<file path="src/sv/wal_pkg.sv">
`default_nettype none

package wal_pkg;

  localparam int MaxEntries = 29;
  localparam int AddrW      = $clog2(MaxEntries);
  localparam int CountW     = 5;
  localparam int BlockW     = 32;
  localparam int SizeW      = 5;

  typedef enum logic [2:0] {
    ACT_BEGIN   = 3'd0,
    ACT_WRITE   = 3'd1,
    ACT_COMMIT  = 3'd2,
    ACT_RESTORE = 3'd3,
    ACT_RECOVER = 3'd4
  } action_t;

  typedef enum logic [1:0] {
    KIND_COPY   = 2'd0,
    KIND_HEADER = 2'd1,
    KIND_STATUS = 2'd2
  } kind_t;

  typedef enum logic [2:0] {
    ST_OK           = 3'd0,
    ST_NESTED_BEGIN = 3'd1,
    ST_END_NO_BEGIN = 3'd2,
    ST_WRITE_OUTSIDE = 3'd3,
    ST_LOG_FULL     = 3'd4
  } status_t;

  typedef enum logic [0:0] {
    CFG_LOG_START = 1'b0,
    CFG_LOG_SIZE  = 1'b1
  } cfg_index_t;

  typedef enum logic [2:0] {
    E_STATUS,
    E_RESTORE,
    E_WCOPY,
    E_TOLOG,
    E_HOME,
    E_HDR_N,
    E_HDR_ZERO
  } emit_op_t;

  typedef enum logic [3:0] {
    S_IDLE,
    S_DISPATCH,
    S_SEARCH,
    S_W_COPY,
    S_W_FULL,
    S_C_RD1,
    S_C_EM1,
    S_C_HDR,
    S_C_RD2,
    S_C_EM2,
    S_C_HDR0,
    S_R_RD,
    S_R_EM,
    S_R_HDR
  } state_t;

  typedef struct packed {
    action_t           action;
    logic [BlockW-1:0] block_number;
  } wal_in_t;

  typedef struct packed {
    kind_t             kind;
    logic [BlockW-1:0] copy_source;
    logic [BlockW-1:0] copy_target;
    logic [CountW-1:0] header_count;
    logic [CountW-1:0] slot;
    status_t           status;
    logic              last;
  } wal_out_t;

  typedef struct packed {
    logic     ld_in;
    logic     rd_en;
    logic     wr_en;
    logic     idx_clr;
    logic     idx_inc;
    logic     wslot_ld_hit;
    logic     wslot_ld_n;
    logic     set_tx;
    logic     clr_tx;
    logic     clr_n;
    logic     emit;
    emit_op_t op;
    status_t  code;
    logic     last;
  } wal_cmd_t;

  typedef struct packed {
    action_t act;
    logic    in_tx;
    logic    slot_free;
    logic    n_zero;
    logic    full;
    logic    idx_eq_n;
    logic    idx_last;
    logic    hit;
  } wal_sts_t;

endpackage

`default_nettype wire

</file>
<file path="src/sv/wal_ram.sv">
`default_nettype none

module wal_ram #(
  parameter int WIDTH = 32,
  parameter int DEPTH = 29
) (
  input  wire logic                     clk,
  input  wire logic                     we,
  input  wire logic [$clog2(DEPTH)-1:0] waddr,
  input  wire logic [WIDTH-1:0]         wdata,
  input  wire logic                     re,
  input  wire logic [$clog2(DEPTH)-1:0] raddr,
  output      logic [WIDTH-1:0]         rdata
);

  logic [WIDTH-1:0] mem [DEPTH];

  always_ff @(posedge clk) begin
    if (we) begin
      mem[waddr] <= wdata;
    end
    if (re) begin
      rdata <= mem[raddr];
    end
  end

endmodule

`default_nettype wire

</file>
<file path="src/sv/wal_ctrl.sv">
`default_nettype none

module wal_ctrl (
  input  wire logic              clk,
  input  wire logic              rst,
  input  wire logic              in_valid,
  output      logic              in_ready,
  input  wire wal_pkg::wal_sts_t sts,
  output      wal_pkg::wal_cmd_t cmd
);

  wal_pkg::state_t state, state_next;

  always_ff @(posedge clk) begin
    if (rst) begin
      state <= wal_pkg::S_IDLE;
    end else begin
      state <= state_next;
    end
  end

  always_comb begin
    state_next = state;
    in_ready   = 1'b0;
    cmd        = '0;
    cmd.op     = wal_pkg::E_STATUS;
    cmd.code   = wal_pkg::ST_OK;
    unique case (state)
      wal_pkg::S_IDLE: begin
        in_ready = 1'b1;
        if (in_valid) begin
          cmd.ld_in  = 1'b1;
          state_next = wal_pkg::S_DISPATCH;
        end
      end
      wal_pkg::S_DISPATCH: begin
        unique case (sts.act)
          wal_pkg::ACT_BEGIN: begin
            if (sts.slot_free) begin
              cmd.emit   = 1'b1;
              cmd.last   = 1'b1;
              cmd.code   = sts.in_tx ? wal_pkg::ST_NESTED_BEGIN : wal_pkg::ST_OK;
              cmd.set_tx = !sts.in_tx;
              state_next = wal_pkg::S_IDLE;
            end
          end
          wal_pkg::ACT_WRITE: begin
            if (!sts.in_tx) begin
              if (sts.slot_free) begin
                cmd.emit   = 1'b1;
                cmd.last   = 1'b1;
                cmd.code   = wal_pkg::ST_WRITE_OUTSIDE;
                state_next = wal_pkg::S_IDLE;
              end
            end else begin
              state_next = wal_pkg::S_SEARCH;
            end
          end
          wal_pkg::ACT_COMMIT: begin
            if (!sts.in_tx) begin
              if (sts.slot_free) begin
                cmd.emit   = 1'b1;
                cmd.last   = 1'b1;
                cmd.code   = wal_pkg::ST_END_NO_BEGIN;
                state_next = wal_pkg::S_IDLE;
              end
            end else if (sts.n_zero) begin
              if (sts.slot_free) begin
                cmd.emit   = 1'b1;
                cmd.last   = 1'b1;
                cmd.clr_n  = 1'b1;
                cmd.clr_tx = 1'b1;
                state_next = wal_pkg::S_IDLE;
              end
            end else begin
              state_next = wal_pkg::S_C_RD1;
            end
          end
          wal_pkg::ACT_RESTORE: begin
            if (sts.slot_free) begin
              cmd.emit = 1'b1;
              cmd.last = 1'b1;
              if (sts.full) begin
                cmd.code = wal_pkg::ST_LOG_FULL;
              end else begin
                cmd.op    = wal_pkg::E_RESTORE;
                cmd.wr_en = 1'b1;
              end
              state_next = wal_pkg::S_IDLE;
            end
          end
          wal_pkg::ACT_RECOVER: begin
            if (sts.n_zero) begin
              if (sts.slot_free) begin
                cmd.emit   = 1'b1;
                cmd.last   = 1'b1;
                cmd.op     = wal_pkg::E_HDR_ZERO;
                cmd.clr_n  = 1'b1;
                state_next = wal_pkg::S_IDLE;
              end
            end else begin
              state_next = wal_pkg::S_R_RD;
            end
          end
          default: begin
            if (sts.slot_free) begin
              cmd.emit   = 1'b1;
              cmd.last   = 1'b1;
              state_next = wal_pkg::S_IDLE;
            end
          end
        endcase
      end
      wal_pkg::S_SEARCH: begin
        if (sts.hit) begin
          cmd.wslot_ld_hit = 1'b1;
          state_next       = wal_pkg::S_W_COPY;
        end else if (sts.idx_eq_n) begin
          if (sts.full) begin
            state_next = wal_pkg::S_W_FULL;
          end else begin
            cmd.wr_en      = 1'b1;
            cmd.wslot_ld_n = 1'b1;
            state_next     = wal_pkg::S_W_COPY;
          end
        end else begin
          cmd.rd_en   = 1'b1;
          cmd.idx_inc = 1'b1;
        end
      end
      wal_pkg::S_W_COPY: begin
        if (sts.slot_free) begin
          cmd.emit   = 1'b1;
          cmd.last   = 1'b1;
          cmd.op     = wal_pkg::E_WCOPY;
          state_next = wal_pkg::S_IDLE;
        end
      end
      wal_pkg::S_W_FULL: begin
        if (sts.slot_free) begin
          cmd.emit   = 1'b1;
          cmd.last   = 1'b1;
          cmd.code   = wal_pkg::ST_LOG_FULL;
          state_next = wal_pkg::S_IDLE;
        end
      end
      wal_pkg::S_C_RD1: begin
        cmd.rd_en  = 1'b1;
        state_next = wal_pkg::S_C_EM1;
      end
      wal_pkg::S_C_EM1: begin
        if (sts.slot_free) begin
          cmd.emit = 1'b1;
          cmd.op   = wal_pkg::E_TOLOG;
          if (sts.idx_last) begin
            cmd.idx_clr = 1'b1;
            state_next  = wal_pkg::S_C_HDR;
          end else begin
            cmd.idx_inc = 1'b1;
            state_next  = wal_pkg::S_C_RD1;
          end
        end
      end
      wal_pkg::S_C_HDR: begin
        if (sts.slot_free) begin
          cmd.emit   = 1'b1;
          cmd.op     = wal_pkg::E_HDR_N;
          state_next = wal_pkg::S_C_RD2;
        end
      end
      wal_pkg::S_C_RD2: begin
        cmd.rd_en  = 1'b1;
        state_next = wal_pkg::S_C_EM2;
      end
      wal_pkg::S_C_EM2: begin
        if (sts.slot_free) begin
          cmd.emit = 1'b1;
          cmd.op   = wal_pkg::E_HOME;
          if (sts.idx_last) begin
            state_next = wal_pkg::S_C_HDR0;
          end else begin
            cmd.idx_inc = 1'b1;
            state_next  = wal_pkg::S_C_RD2;
          end
        end
      end
      wal_pkg::S_C_HDR0: begin
        if (sts.slot_free) begin
          cmd.emit   = 1'b1;
          cmd.last   = 1'b1;
          cmd.op     = wal_pkg::E_HDR_ZERO;
          cmd.clr_n  = 1'b1;
          cmd.clr_tx = 1'b1;
          state_next = wal_pkg::S_IDLE;
        end
      end
      wal_pkg::S_R_RD: begin
        cmd.rd_en  = 1'b1;
        state_next = wal_pkg::S_R_EM;
      end
      wal_pkg::S_R_EM: begin
        if (sts.slot_free) begin
          cmd.emit = 1'b1;
          cmd.op   = wal_pkg::E_HOME;
          if (sts.idx_last) begin
            state_next = wal_pkg::S_R_HDR;
          end else begin
            cmd.idx_inc = 1'b1;
            state_next  = wal_pkg::S_R_RD;
          end
        end
      end
      wal_pkg::S_R_HDR: begin
        if (sts.slot_free) begin
          cmd.emit   = 1'b1;
          cmd.last   = 1'b1;
          cmd.op     = wal_pkg::E_HDR_ZERO;
          cmd.clr_n  = 1'b1;
          state_next = wal_pkg::S_IDLE;
        end
      end
      default: begin
        state_next = wal_pkg::S_IDLE;
      end
    endcase
  end

endmodule

`default_nettype wire

</file>
<file path="src/sv/wal_dp.sv">
`default_nettype none

module wal_dp (
  input  wire logic                          clk,
  input  wire logic                          rst,
  input  wire wal_pkg::wal_in_t              in_item,
  input  wire logic                          cfg_we,
  input  wire logic [0:0]                    cfg_index,
  input  wire logic [wal_pkg::BlockW-1:0]    cfg_data,
  output      logic                          out_valid,
  input  wire logic                          out_ready,
  output      wal_pkg::wal_out_t             out_item,
  input  wire wal_pkg::wal_cmd_t             cmd,
  output      wal_pkg::wal_sts_t             sts
);

  logic [wal_pkg::BlockW-1:0] log_start;
  logic [wal_pkg::SizeW-1:0]  log_size;
  wal_pkg::action_t           act;
  logic [wal_pkg::BlockW-1:0] blk;
  logic [wal_pkg::CountW-1:0] count;
  logic                       in_tx;
  logic [wal_pkg::AddrW-1:0]  idx;
  logic [wal_pkg::AddrW-1:0]  ridx;
  logic                       rvalid;
  logic [wal_pkg::AddrW-1:0]  wslot;
  logic [wal_pkg::BlockW-1:0] rdata;
  logic [wal_pkg::SizeW-1:0]  cap;
  logic [wal_pkg::AddrW-1:0]  base;
  logic [wal_pkg::BlockW-1:0] log_blk;
  wal_pkg::wal_out_t          res;
  logic                       slot_free;

  wal_ram #(
    .WIDTH(wal_pkg::BlockW),
    .DEPTH(wal_pkg::MaxEntries)
  ) u_ram (
    .clk  (clk),
    .we   (cmd.wr_en),
    .waddr(count[wal_pkg::AddrW-1:0]),
    .wdata(blk),
    .re   (cmd.rd_en),
    .raddr(idx),
    .rdata(rdata)
  );

  always_ff @(posedge clk) begin
    if (rst) begin
      log_start <= '0;
      log_size  <= wal_pkg::SizeW'(30);
    end else if (cfg_we) begin
      unique case (wal_pkg::cfg_index_t'(cfg_index))
        wal_pkg::CFG_LOG_START: log_start <= cfg_data;
        wal_pkg::CFG_LOG_SIZE:  log_size  <= cfg_data[wal_pkg::SizeW-1:0];
        default: ;
      endcase
    end
  end

  always_ff @(posedge clk) begin
    if (rst) begin
      count     <= '0;
      in_tx     <= 1'b0;
      rvalid    <= 1'b0;
      out_valid <= 1'b0;
    end else begin
      rvalid <= cmd.rd_en;
      if (cmd.set_tx) begin
        in_tx <= 1'b1;
      end else if (cmd.clr_tx) begin
        in_tx <= 1'b0;
      end
      if (cmd.clr_n) begin
        count <= '0;
      end else if (cmd.wr_en) begin
        count <= count + wal_pkg::CountW'(1);
      end
      if (cmd.emit) begin
        out_valid <= 1'b1;
      end else if (out_ready) begin
        out_valid <= 1'b0;
      end
    end
  end

  always_ff @(posedge clk) begin
    if (cmd.ld_in) begin
      act <= in_item.action;
      blk <= in_item.block_number;
    end
    if (cmd.ld_in || cmd.idx_clr) begin
      idx <= '0;
    end else if (cmd.idx_inc) begin
      idx <= idx + wal_pkg::AddrW'(1);
    end
    if (cmd.rd_en) begin
      ridx <= idx;
    end
    if (cmd.wslot_ld_hit) begin
      wslot <= ridx;
    end else if (cmd.wslot_ld_n) begin
      wslot <= count[wal_pkg::AddrW-1:0];
    end
    if (cmd.emit) begin
      out_item <= res;
    end
  end

  always_comb begin
    if (log_size == '0) begin
      cap = '0;
    end else if (log_size - wal_pkg::SizeW'(1) > wal_pkg::SizeW'(wal_pkg::MaxEntries)) begin
      cap = wal_pkg::SizeW'(wal_pkg::MaxEntries);
    end else begin
      cap = log_size - wal_pkg::SizeW'(1);
    end
  end

  assign slot_free = !out_valid || out_ready;
  assign base      = (cmd.op == wal_pkg::E_WCOPY) ? wslot : idx;
  assign log_blk   = log_start + wal_pkg::BlockW'(base) + wal_pkg::BlockW'(1);

  always_comb begin
    res              = '0;
    res.kind         = wal_pkg::KIND_STATUS;
    res.status       = cmd.code;
    res.last         = cmd.last;
    unique case (cmd.op)
      wal_pkg::E_STATUS: ;
      wal_pkg::E_RESTORE: begin
        res.status = wal_pkg::ST_OK;
        res.slot   = count;
      end
      wal_pkg::E_WCOPY: begin
        res.kind        = wal_pkg::KIND_COPY;
        res.status      = wal_pkg::ST_OK;
        res.copy_source = blk;
        res.copy_target = log_blk;
        res.slot        = wal_pkg::CountW'(wslot);
      end
      wal_pkg::E_TOLOG: begin
        res.kind        = wal_pkg::KIND_COPY;
        res.status      = wal_pkg::ST_OK;
        res.copy_source = rdata;
        res.copy_target = log_blk;
      end
      wal_pkg::E_HOME: begin
        res.kind        = wal_pkg::KIND_COPY;
        res.status      = wal_pkg::ST_OK;
        res.copy_source = log_blk;
        res.copy_target = rdata;
      end
      wal_pkg::E_HDR_N: begin
        res.kind         = wal_pkg::KIND_HEADER;
        res.status       = wal_pkg::ST_OK;
        res.header_count = count;
      end
      wal_pkg::E_HDR_ZERO: begin
        res.kind   = wal_pkg::KIND_HEADER;
        res.status = wal_pkg::ST_OK;
      end
      default: ;
    endcase
  end

  always_comb begin
    sts           = '0;
    sts.act       = act;
    sts.in_tx     = in_tx;
    sts.slot_free = slot_free;
    sts.n_zero    = (count == '0);
    sts.full      = (count >= cap);
    sts.idx_eq_n  = (wal_pkg::CountW'(idx) == count);
    sts.idx_last  = (wal_pkg::CountW'(idx) + wal_pkg::CountW'(1) == count);
    sts.hit       = rvalid && (rdata == blk);
  end

  a_count_bound: assert property (@(posedge clk) disable iff (rst)
    count <= wal_pkg::CountW'(wal_pkg::MaxEntries))
    else $error("entry count beyond table depth");

  a_wr_not_full: assert property (@(posedge clk) disable iff (rst)
    cmd.wr_en |-> (count < cap))
    else $error("table append while full");

  a_emit_free: assert property (@(posedge clk) disable iff (rst)
    cmd.emit |-> slot_free)
    else $error("result loaded over an untaken result");

  a_rd_written: assert property (@(posedge clk) disable iff (rst)
    cmd.rd_en |-> (wal_pkg::CountW'(idx) < count))
    else $error("read of an unwritten table entry");

endmodule

`default_nettype wire

</file>
<file path="src/sv/write_ahead_log_controller.sv">
// Channel   Handshake              Payload
// in        in_valid / in_ready    in_item   (wal_pkg::wal_in_t)
// out       out_valid / out_ready  out_item  (wal_pkg::wal_out_t)
// cfg       cfg_we                 cfg_index, cfg_data
//
// One transaction at a time; in_ready is high only while the sequencer is idle.
// Begin, restore and unknown actions answer straight from dispatch. Write runs a
// table search over n logged entries (one entry-table port read per cycle).
// Commit and recover emit each copy through a read state and then an emit state.
// A single output register decouples the sides; out_ready low stalls emission.
// Synchronous reset clears the entry count and transaction flag and resets the config.
`default_nettype none

module write_ahead_log_controller (
  input  wire logic                       clk,
  input  wire logic                       rst,
  input  wire logic                       in_valid,
  output      logic                       in_ready,
  input  wire wal_pkg::wal_in_t           in_item,
  output      logic                       out_valid,
  input  wire logic                       out_ready,
  output      wal_pkg::wal_out_t          out_item,
  input  wire logic                       cfg_we,
  input  wire logic [0:0]                 cfg_index,
  input  wire logic [wal_pkg::BlockW-1:0] cfg_data
);

  wal_pkg::wal_cmd_t cmd;
  wal_pkg::wal_sts_t sts;

  wal_ctrl u_ctrl (
    .clk     (clk),
    .rst     (rst),
    .in_valid(in_valid),
    .in_ready(in_ready),
    .sts     (sts),
    .cmd     (cmd)
  );

  wal_dp u_dp (
    .clk      (clk),
    .rst      (rst),
    .in_item  (in_item),
    .cfg_we   (cfg_we),
    .cfg_index(cfg_index),
    .cfg_data (cfg_data),
    .out_valid(out_valid),
    .out_ready(out_ready),
    .out_item (out_item),
    .cmd      (cmd),
    .sts      (sts)
  );

endmodule

`default_nettype wire

</file>
<file path="config.mk">
export PLATFORM = sky130hd
export DESIGN_NAME = write_ahead_log_controller
export DESIGN_NICKNAME = d
export VERILOG_FILES = /design/src/sv/wal_pkg.sv /design/src/sv/wal_ram.sv /design/src/sv/wal_ctrl.sv /design/src/sv/wal_dp.sv /design/src/sv/write_ahead_log_controller.sv
export SDC_FILE = /design/constraint.sdc
export NUM_CORES = 1
export LEC_CHECK = 0
export ABC_AREA = 1
export BUFFER_PORTS_ARGS = -buffer_cell sky130_fd_sc_hd__clkbuf_2
export CORE_MARGIN = 5
export CORE_UTILIZATION = 40
export CTS_CLUSTER_DIAMETER = 200
export CTS_CLUSTER_SIZE = 28
export DETAILED_ROUTE_END_ITERATION = 10
export MAX_ROUTING_LAYER = met4
export PLACE_DENSITY = 0.67
export SETUP_SLACK_MARGIN = 0.1
export SYNTH_ARGS = -nofsm -noshare
export SYNTH_HDL_FRONTEND = slang
export SYNTH_SLANG_ARGS = --single-unit
</file>
<file path="constraint.sdc">
create_clock -name clk -period 14.24 [get_ports clk]
set_input_delay 1.424 -clock clk [delete_from_list [all_inputs] [get_ports clk]]
set_output_delay 1.424 -clock clk [all_outputs]
set_load 0.01 [all_outputs]
</file>
==> summary.md, run 1 <==
| Metric | Value |
|---|---|
| Drc violations | 0 |
| Post-CTS Resized | 0 |
| Status | complete, no violations |
| Total grt overflow | 0 |
| Clock root buffer | clkbuf_16 |
| Wire per inst | 23.7 um |
| Layout fillers | 10421 |
| Period utilization | 31.0% |
| Library cells used by synthesis | 49 |
| H-tree depth | 2 |
| Max_cap viols | 0 |
| Vias in the first global route | 28412 |
| CP Capture Type | flop |
| Setup TNS | 0 ns |
| Detailed-router iteration count before antenna repair | 5 |
| Postcts setup bufs | 0 |
| Syn Inst Count | 3725 |
| RePlAce Congestion | 0.900 |
| Final worst slack | 9.83 ns |
| Synthesized area | 0.0465 mm^2 |
| Initial antenna violation count | 8 |
| Total power draw | 5.52 mW |
| Most frequent CP cell | nor2_2 |
| Pre-CTS WS | 9.20 ns |
| Clk_lat worst skew | 0.66 ns |
| Final count of negative-setup-slack endpoints | 0 |
| Design area | 0.0504 mm^2 |
| Critical path arrival | 4.82 ns |
| Die height | 351 um |
| Syn Nets | 3817 |
| Syn_area_per_cell | 12.5 um^2 |
| Post-synthesis sequential area ratio | 72.4% |
| Seq cells post-synth | 1139 |
| Port bufs | 154 |
| Total track usage | 20.4% |
| Global-route wire length before repair | 185000 um |
| Fin nets | 3877 |
| Largest net degree at the start of global routing | 166 |
| Final-report max-slew violation count | 0 |
| Die Wd | 351 um |
| Final hold vios | 0 |
| Via-to-Cell Ratio | 5.72 |
| Clk buf depth | 3 |
| CP Launch Type | primary input |
| Lkg Pwr | 16.6 nW |
| Share of cells above drive strength 1 | 9.84% |
| TritonCTS clock tree | built |
| Final worst path period need | 4.41 ns |
| Skew final | 0.0365 ns |
| Iter 0 DRT Violations | 3629 |
| Rows | 125 |
| Synthesis-to-layout area growth | 8.49% |
| Routed Antenna Nets | 0 |
| Critical path's largest stage delay | 0.45 ns |
| Non-Filler Instances | 5326 |
| VDD IR-drop max | 0.0758 mV |
| Clock Sinks | 1139 |
| WP data required | 14.65 ns |
| Placed cell area | 0.0491 mm^2 |
| Worst-path maximum fanout | 30 |
| Placed cells | 5261 |
| Max Fclk | 227 MHz |
| Worst hold slack | 0.528 ns |
| Max-slew headroom | 20.3% |
| Hold_buf cts | 0 |
| Worst path slowest cell | inv_1 |
| Crit Path Category | in -> reg |
| DR vias | 30486 |
| Synth Warn # | 0 |
| Commonest non-fill, non-tap cell in the layout | edfxtp_1 |
| Commonest non-fill, non-tap cells in the layout | 1085 x edfxtp_1, 668 x nor2_1, 574 x o21ai_0 |
| RSZ-0062 raised after global routing | no |
| Final core utilization | 43.6% |
| Routed WL | 126000 um |
| Hold Path Class | reg -> reg |
| Pwr dens | 109 mW/mm^2 |
| CTS buffer count | 46 |
| Initial core utilization | 40.2% |
| CP Cell Sequence | clkbuf_2, nor2_2, buf_4, nor2_2, buf_4, inv_1, a21oi_1, fa_1, nand3b_1, nand2_1, a21boi_2, nor2_2, nand2_1, nor2_2, nand3_1, nor2_1, nand3b_1, nand2_1 |
| Hpwl dp | 74000 um |
| Total die area | 0.123 mm^2 |
| Core area | 0.116 mm^2 |
| Ports | 155 |
| Clock slew at reported path FFs | 0.11 ns |
| Least-Margin Pin Slew | 1.19 ns |
==> cells in the mapped netlist (all sizes together) <==
cell    number  share of area (%)
edfxtp    1085                 70
nor2       707                5.8
o21ai      602                6.5
nand2      258                2.2
clkbuf     156                1.3
o221ai     149                2.8
inv        138                1.1
nand3      128                1.4
o22ai      102                1.4
buf         71               0.81
dfxtp       54                2.3
a21oi       46               0.51
a31oi       34               0.46
o211ai      27               0.44
nand4       24               0.32
a32oi       19               0.36
ha          18               0.48
xnor2       18               0.34
nor3        17               0.18
a22oi       16               0.26
xor2        16               0.30
nand3b      11               0.18
or2         11               0.15
clkinv       3              0.027
a21boi       2              0.040
a21o         2              0.032
and3         2              0.027
o21bai       2              0.032
a31o         1              0.019
a32o         1              0.022
fa           1              0.043
nor4         1              0.013
o2111a       1              0.024
o311ai       1              0.019
o31ai        1              0.016
==> state kept, by name, summed over array words and instances, names as in the netlist, 5 cells and up <==
signal            flops
u_dp.u_ram.mem      928
u_dp.u_ram.rdata     32
u_dp.count            5
u_dp.log_start       32
u_dp.idx              5
u_dp.log_size         5
u_dp.wslot            5
u_dp.ridx             5
u_dp.blk             32
u_dp.out_item        80
==> worst max-delay path: cells and delay by family <==
family	cells	cell delay, ns
adders and majority gates	1	0.45
and+or+nand+nor	11	1.55
buffers and inverters	4	1.03
AOI/OAI and AO/OA	2	0.33
==> path summary, 6_finish.rpt <==
path,startpoint,slack (ns),end,depth (start not counted)
max,out_ready,9.83,u_dp.out_item[64]$_DFFE_PP_,18
min,u_dp.log_start[19]$_SDFFE_PP0P_,0.53,u_dp.log_start[19]$_SDFFE_PP0P_,2
max reg2reg,u_dp.idx[4]$_SDFFE_PP0P_,9.95,u_dp.u_ram.mem[25][8]$_DFFE_PP_,12
min reg2reg,u_dp.log_start[19]$_SDFFE_PP0P_,0.53,u_dp.log_start[19]$_SDFFE_PP0P_,2
==> power breakdown <==
| group | total [mW] | leakage, nW | switching, mW | internal [mW] |
|---|---|---|---|---|
| logic | 0.187 | 5.73 | 0.140 | 0.0468 |
| registers | 3.73 | 10.3 | 0.0249 | 3.70 |
| clock network | 1.60 | 0.625 | 0.982 | 0.619 |
| total | 5.52 | 16.6 | 1.15 | 4.37 |
==> cell type report <==
cell class | instances | area (um^2) | share of cell area [%]
Sequential cell | 1139 | 33700 | 66.8
Multi-Input combinational cell | 2218 | 11600 | 22.9
Tap cell | 1524 | 1910 | 3.78
Timing Repair Buffer | 239 | 1430 | 2.84
Clock buffer | 61 | 1230 | 2.44
Inverter | 141 | 552 | 1.09
Clock inverter | 3 | 71.3 | 0.141
Antenna cell | 1 | 2.50 | 0.00496
==> routing by layer <==
metal  vias up  track usage [%]  share of wire [%]
li1      13843                -                  -
met1     15075             28.3                 42
met2      1412             32.1                 47
met3       156             2.71                8.3
met4         0             5.21                2.5
met5         -                -                  0
==> cells by family after synthesis <==
kind of cell	share of synthesized area (%)
DFF	72.4
and+or+nand+nor	10.3
xor gates and xnor gates	0.641
adders and majority gates	0.528
buffers and inverters	3.21
AOI/OAI and AO/OA	12.9
(Power assumes the default switching activity.)
==> inputs of run 2 (changes only) <==
- ABC_AREA: 1 -> 0
- clock period: 14.24 -> 4.57 ns (I/O delays scaled with it)
==> run 2 against run 1 <==
Final area down 0.28%. Total power increased to 3.2 times the previous value. Critical path depth down 3. Synthesized cell count fell by 40%. Critical path type is now reg -> reg. Largest power group unchanged.
==> summary.md, run 2 <==
| Metric | Value |
|---|---|
| TritonCTS clock tree | built |
| Library cells used by synthesis | 64 |
| ANT cells | 0 |
| Clock slew at reported path FFs | 0.11 ns |
| Commonest non-fill, non-tap cells in the layout | 1085 x edfxtp_1, 288 x mux4_2, 154 x clkbuf_2 |
| Final-report max-slew violation count | 0 |
| Final worst path period need | 4.25 ns |
| Most area-consuming cells after synthesis | edfxtp_1 72%, mux4_2 14%, dfxtp_1 2.4% |
| Via-to-Cell Ratio | 5.89 |
| Least-Margin Pin Slew | 1.14 ns |
| Placed cell area | 0.0482 mm^2 |
| Wire per inst | 29.9 um |
| Crit Path Category | reg -> reg |
| Critical path arrival | 4.53 ns |
| Core area | 0.112 mm^2 |
| Total track usage | 20.3% |
| Initial core utilization | 40.1% |
| Buf+Inv Stages, Crit Path | 2 |
| Final count of negative-setup-slack endpoints | 0 |
| Top delay family on crit path | simple AND/OR/NAND/NOR gates |
| Period utilization | 93.0% |
| Design area | 0.0503 mm^2 |
| Lkg Pwr | 15.2 nW |
| Clk_lat worst skew | 0.68 ns |
| Placed cells | 3881 |
| Max_cap viols | 0 |
| Final hold vios | 0 |
| Ys flop type | edfxtp_1 |
| Routed Antenna Nets | 0 |
| Clock Sinks | 1139 |
| Switching Fraction | 21.6% |
| Die Wd | 345 um |
| Post-synth top cells | 1085 x edfxtp_1, 288 x mux4_2, 136 x nand2_1 |
| Rows | 123 |
| Reg with most FFs | u_dp.u_ram.mem |
| CP Launch Type | flop |
| Setup TNS | 0 ns |
| Critical path's largest stage delay | 0.90 ns |
| Sequential power share | 66.5% |
| Total die area | 0.119 mm^2 |
| Synth top area share | 72.5% |
| Top-count cell post-synth | edfxtp_1 |
| Number of flops mapped to enable cells by yosys | 1085 |
| Synth Warn # | 0 |
| WL met2 | 54000 um |
| Routed WL | 121000 um |
| Worst-path maximum fanout | 32 |
| Die height | 345 um |
| Layout fillers | 9479 |
| Max reg flops | 928 |
| CP Capture Type | flop |
| Hpwl dp | 79100 um |
| Ports | 155 |
| Clock root buffer | clkbuf_16 |
| H-tree depth | 2 |
| Syn Nets | 2340 |
| Share of cells above drive strength 1 | 27.3% |
| Seq cells post-synth | 1139 |
| Max-slew headroom | 23.9% |
| Clk buf depth | 3 |
| CP Cell Sequence | inv_1, ha_1, nand2b_1, o21ai_0, and4b_1, or3_1, ha_1, a21o_1, a31oi_1, o21ai_2, nor3_1, buf_4, or2_4, nand2_4, nor2_4 |
| RePlAce Congestion | 0.962 |
| Clock power frac | 29.0% |
| Fin nets | 2589 |
| Total power draw | 17.7 mW |
| Most frequent CP cell | ha_1 |
| WP data required | 4.85 ns |
| Asr flop ratio synth | 0% |
| Pwr dens | 352 mW/mm^2 |
| P_sw | 3.82 mW |
| Worst path slowest cell | nor2_4 |
| Global-route wire length before repair | 172000 um |
| Commonest non-fill, non-tap cell in the layout | edfxtp_1 |
| Port bufs | 154 |
| Largest registers | u_dp.u_ram.mem x928, u_dp.out_item x80 |
| Vias in the first global route | 22968 |
| Top sig layer | met4 |
| Non-Filler Instances | 4035 |
| Synthesized area | 0.0450 mm^2 |
| Max Fclk | 235 MHz |
| Syn Inst Count | 2248 |
| Synthesis-to-layout area growth | 11.9% |
| Final worst slack | 0.321 ns |
| Skew final | 0.0461 ns |
| Status | complete, no violations |
| Initial antenna violation count | 7 |
| DR vias | 23746 |
| Largest area contributor in the netlist | edfxtp_1 |
| Total grt overflow | 0 |
| CTS buffer count | 46 |
| Syn_area_per_cell | 20.0 um^2 |
| Postcts setup bufs | 0 |
| Metal3 WL | 14400 um |
| Detailed-router iteration count before antenna repair | 6 |
| Wl on met1 | 50900 um |
| Combinational power share | 4.5% |
| Drc violations | 0 |
| VDD IR-drop max | 0.293 mV |
| RSZ-0062 raised after global routing | no |
| Hold Path Class | in -> reg |
| Internal power | 13.9 mW |
| Largest net degree at the start of global routing | 91 |
| Post-synthesis sequential area ratio | 74.9% |
| Iter 0 DRT Violations | 3588 |
| Pre-CTS WS | -0.00362 ns |
run 2: cell count changes after synthesis, moves of 101 or more:
cell / previous run / this run
inv_1: 129 / 23
mux4_2: 0 / 288
nand2_1: 249 / 136
nand3_1: 125 / 19
nor2_1: 692 / 61
o21ai_0: 575 / 82
o221ai_1: 149 / 0
o22ai_1: 102 / 1
run 2: worst min-delay path: cells and delay by family:
family                 cells  cell delay [ns]
and+or+nand+nor            1             0.07
AOI/OAI and AO/OA          1             0.06
buffers and inverters      1             0.08
run 2: per-stage QoR:
| stage | hold WS, ns | util, % |
|---|---|---|
| final | 0.0355 | 44.9 |
| after global routing | 0.0331 | 44.9 |
| after CTS | 0.00106 | 44.8 |
| after detailed placement | 0.458 | 43.0 |
| after global placement | 0.460 | 43.0 |
| after floorplan | 0.403 | - |
run 2: repair_timing:
item	4_1_cts	5_1_grt
resized for setup	4	14
endpoints found under the setup margin	340	363
pin swaps	10	4
hold endpoints to repair	56	0
hold buffers	56	0
gates cloned	7	5
run 2: worst paths after layout:
path                             startpoint                              end  slack (ns)  cells past startpoint
max           u_dp.log_size[0]$_SDFFE_PP0P_  u_dp.u_ram.mem[26][3]$_DFFE_PP_        0.32                     15
min                            cfg_data[24]  u_dp.log_start[24]$_SDFFE_PP0P_        0.04                      3
max reg2reg   u_dp.log_size[0]$_SDFFE_PP0P_  u_dp.u_ram.mem[26][3]$_DFFE_PP_        0.32                     15
min reg2reg  u_dp.log_start[0]$_SDFFE_PP0P_   u_dp.log_start[0]$_SDFFE_PP0P_        0.48                      2
run 2: kinds of logic (layout without fill, tap and decap cells):
group / Yosys count / count (layout) / synth area share, %
buffers and inverters: 140 / 415 / 1.21
and+or+nand+nor: 331 / 343 / 3.48
DFF: 1139 / 1139 / 74.9
adders and majority gates: 19 / 19 / 0.545
muxes: 333 / 333 / 15.5
AOI/OAI and AO/OA: 210 / 210 / 2.88
xor gates and xnor gates: 76 / 76 / 1.48
run 2: power by group through the flow:
stage,sequential [mW],combinational (mW),clock [mW]
4_1_cts,11.8,0.793,5.22
3_5_place_dp,12.0,0.752,0
5_1_grt,11.8,0.847,5.63
6_report,11.8,0.790,5.14
3_3_place_gp,12.0,0.728,0
2_1_floorplan,12.1,0.205,0
run 2: cell type report:
| class | count | area (um^2) | area share (%) |
|---|---|---|---|
| Clock inverter | 3 | 71.3 | 0.142 |
| Timing Repair Buffer | 306 | 2130 | 4.23 |
| Multi-Input combinational cell | 981 | 11100 | 22.1 |
| Inverter | 23 | 86.3 | 0.172 |
| Sequential cell | 1139 | 33700 | 67.0 |
| Tap cell | 1500 | 1880 | 3.73 |
| Clock buffer | 83 | 1310 | 2.61 |
run 2: routing by layer:
layer,up-vias,GRT usage (%)
met1,12629,31.0
li1,9645,-
met5,-,-
met3,85,4.69
met4,0,2.76
met2,1387,28.8
